## config.mk

```make
export PLATFORM = sky130hd
export DESIGN_NAME = leb_ram
export DESIGN_NICKNAME = d
export VERILOG_FILES = /design/src/rtl/leb_ram.sv
export SDC_FILE = /design/constraint.sdc
export NUM_CORES = 2
export LEC_CHECK = 0
export ABC_AREA = 1
export BUFFER_PORTS_ARGS = -buffer_cell sky130_fd_sc_hd__buf_2
export CAP_MARGIN = 25
export CORE_UTILIZATION = 54
export DETAILED_ROUTE_END_ITERATION = 10
export MAX_ROUTING_LAYER = met4
export PLACE_DENSITY = 0.72
export SETUP_SLACK_MARGIN = 0.15
export SLEW_MARGIN = 0
export SYNTH_ARGS = -nofsm -noshare
export SYNTH_HDL_FRONTEND = slang
export SYNTH_SLANG_ARGS = --single-unit
```

## constraint.sdc

```tcl
create_clock -name clk -period 4.89 [get_ports clk]
set_clock_uncertainty 0.15 [all_clocks]
set_input_delay 0 -clock clk [delete_from_list [all_inputs] [get_ports clk]]
set_output_delay 0 -clock clk [all_outputs]
set_load 0.05 [all_outputs]
```

## src/rtl/leb_ram.sv

```systemverilog
module leb_ram #(
    parameter int WIDTH = 8,
    parameter int DEPTH = 256
) (
    input  logic                     clk,
    input  logic                     we,
    input  logic [$clog2(DEPTH)-1:0] waddr,
    input  logic [WIDTH-1:0]         wdata,
    input  logic [$clog2(DEPTH)-1:0] raddr,
    output logic [WIDTH-1:0]         rdata
);

    logic [WIDTH-1:0] mem [DEPTH];

    always_ff @(posedge clk) begin
        if (we) begin
            mem[waddr] <= wdata;
        end
        rdata <= mem[raddr];
    end

endmodule

```

==> results.py <==
metrics = {
    "finish": {
        "num-fill-cells": 11600,
        "nets": 6894,
        "drive_gt1_share_pct": 5.65,
        "syn2layout_area_growth_pct": 9.66,
    },
    "cts": {
        "cts_root_buf": "clkbuf_16",
        "cts_tree": "done",
        "ctsHtreeMaxLevel": 4,
        "numCtsBuffers": 196,
        "clock_sinks": 2056,
        "postCtsSetupBuffers": 0,
        "clk_pin_slew_ns": 0.06,
        "clockBufferDepth": 3,
        "cts-resized-gates": 0,
        "postCtsHoldBufs": 31,
        "insertion_delay_ns": 0.86,
    },
    "grt": {
        "antenna_found_initial": 12,
        "grt_pass1_wl_um": 331000,
        "grt_remaining_overflow": 0,
        "grt_max_degree": 182,
        "grt_pass1_vias": 51800,
        "globalRouteTotalUtil_pct": 29.1,
    },
    "routing": {
        "vias_per_cell": 6.09,
        "met1_length_um": 86700,
        "antenna_left": 0,
        "wl_met2_um": 101000,
        "routedWlPerCell_um": 24.4,
        "met3_length_um": 26600,
        "dr.pass1.iters": 6,
        "dr.first_iter.drc_count": 8574,
        "drt_wl_total_um": 221000,
        "highest_layer": "met4",
        "route.detailed.drc": 0,
        "via_count": 55200,
    },
    "placed_design": {
        "port_buffers": 33,
        "place_congestion": 0.926,
        "place_ws_ns": 1.72,
        "dp_hpwl_um": 122000,
    },
    "power": {
        "pwr_density_cell_nw_per_um2": 401,
        "leakage_uw": 0.0315,
        "ir_worst_vdd_v": 0.000407,
    },
    "synthesis": {
        "syn_nets": 7029,
        "yosysSeqAreaShare_pct": 73.9,
        "ys_ff_latch": 2056,
        "synth_area_um2": 83400,
        "synthCells": 7003,
        "ys_types": 14,
        "ys_warn_count": 0,
        "synth.avg_cell_area_um2": 11.9,
    },
    "worst_hold_path": {
        "hold_path_class": "in -> reg",
        "whs_path_depth": 5,
        "min_from": "waddr[7]",
        "worstHoldEndpoint": "mem[182][1]",
    },
    "die": {
        "start_util_pct": 54.6,
        "num_io_pins": 34,
        "die-area_um2": 156000,
        "die_w_um": 395,
        "rows": 143,
        "die_h_um": 395,
        "coreArea_um2": 153000,
    },
    "timing": {
        "rsz0062_at_grt": "false",
        "max_freq_mhz": 259,
        "worst_pin_slew_ns": 1.12,
        "hold_viol": 0,
        "finalCritPeriodShare_pct": 79.1,
        "drv_slew": 0,
        "slew_headroom_pct": 25.2,
        "finalSetupTns_ns": 0,
        "finalSetupViolCount": 0,
        "fin_ws_ns": 1.02,
        "fin_crit_ns": 3.87,
    },
    "setup_path": {
        "path_common_cell": "nand3_1",
        "r2r_slack_ns": 1.24,
        "slowest_delay_ns": 0.58,
        "worstPathRequired_ns": 5.54,
        "startpoint_type": "input pin",
        "crit_arrival_ns": 4.51,
        "crit_path_cell_trace": "buf_8 -> inv_8 -> buf_12 -> nand3_1 -> nand3_1 -> nand3_1 -> nand3_1 -> nand3_1 -> nand3_1 -> dlygate4sd3_1 -> nand2_1 -> dlygate4sd3_1 -> nand2_1 -> nand2_1 -> dlygate4sd3_1",
        "reg2reg_from": "mem[207][6]",
        "cp-end-kind": "flip-flop",
        "cp_slowest_cell": "dlygate4sd3_1",
        "worstReg2RegEnd": "rdata[6]",
        "cp_max_fo": 99,
        "r2r.worst_path.cells": 13,
        "path_class": "in -> reg",
    },
    "run_status": {
        "status": "complete, no violations",
    },
    "run": {
        "max_cap_viol_count": 0,
    },
}
[worst max-delay path: cells and delay by family]
kind,cells,cell delay [ns]
AND/OR/NAND/NOR,9,1.27
buffers and inverters,6,2.93
[worst max path at each step]
| stage | from | end | slack [ns] | cells after the start |
|---|---|---|---|---|
| global placement | raddr[0] | rdata[2] | 1.80 | 13 |
| CTS | raddr[0] | rdata[6] | 1.24 | 16 |
| global route | raddr[0] | rdata[6] | 0.89 | 16 |
| detailed placement | raddr[0] | rdata[2] | 1.72 | 13 |
| floorplan | we | mem[162][0] | 3.25 | 4 |
| finish | raddr[1] | rdata[6] | 1.02 | 15 |
[cells by family after synthesis]
kind of cell	Yosys count	share of synthesized area [%]
buffers and inverters	522	3.12
AND/OR/NAND/NOR	4425	22.9
flip-flops	2056	73.9
[registers in the layout, indices dropped and copies added, names as in the netlist]
register	count
rdata	8
mem	2048
[power by group]
part,total (uW),switching (uW),internal (uW)
logic,2220,1700,516
registers,19500,38.2,19400
clock network,15000,6550,8460
total,36700,8290,28400
[placed cells by master, fill, tap and decap left out]
cell type      instances
clkinv_8               3
clkbuf_1              46
diode_2                7
inv_2                  1
clkbuf_8               5
buf_8                 11
inv_8                  2
clkbuf_16            199
inv_6                  3
nand3_1             2019
clkinv_1              41
buf_12                28
buf_16                 1
edfxtp_1            2048
dfxtp_1                8
clkinvlp_4             5
nor2_1               283
bufinv_16             17
inv_16                 5
inv_1                 34
clkinv_2              34
inv_4                  1
clkinv_4               1
nand2_1             2123
dlygate4sd3_1         31
buf_4                 58
buf_2                 21
clkinv_16              2
[per-layer routing]
layer  vias to the layer above  track usage [%]
met3                       429             6.12
li1                      24600                -
met5                         -                -
met4                         0             9.85
met1                     26700             40.6
met2                      3442             42.7
[cells in the mapped netlist]
| cell | count | share of area (%) |
|---|---|---|
| buf_4 | 46 | 0.41 |
| clkbuf_1 | 112 | 0.50 |
| nand3_1 | 2019 | 12 |
| buf_8 | 1 | 0.018 |
| inv_2 | 2 | 0.0090 |
| nor2_1 | 283 | 1.3 |
| buf_2 | 268 | 1.6 |
| buf_1 | 40 | 0.18 |
| dfxtp_1 | 8 | 0.19 |
| buf_6 | 16 | 0.22 |
| inv_4 | 1 | 0.0075 |
| edfxtp_1 | 2048 | 74 |
| inv_1 | 36 | 0.16 |
| nand2_1 | 2123 | 9.6 |
[stage by stage]
step / util (%) / power [uW] / hold slack [ns] / area, um2 / instances
2_1_floorplan: - / 21000 / -0.0511 / 83400 / 7003
3_3_place_gp: 55.6 / 21900 / 0.252 / 84800 / 8668
3_5_place_dp: 55.6 / 22000 / 0.247 / 84800 / 8668
4_1_cts: 59.9 / 36700 / 0.00381 / 91400 / 9059
5_1_grt: 59.9 / 37500 / 0.0618 / 91500 / 9067
6_report: 59.9 / 36700 / 0.0205 / 91500 / 9067
[area by class of cell]
type,count,area (um2),share of cell area [%]
inverter,39,180,0.197
sequential,2056,61700,67.4
tap,2030,2540,2.78
clock inverter,110,1100,1.20
timing repair buffer,150,1600,1.75
multi-input combinational,4425,19100,20.9
antenna,7,17.5,0.0192
clock buffer,250,5220,5.71
(Power assumes the default switching activity.)
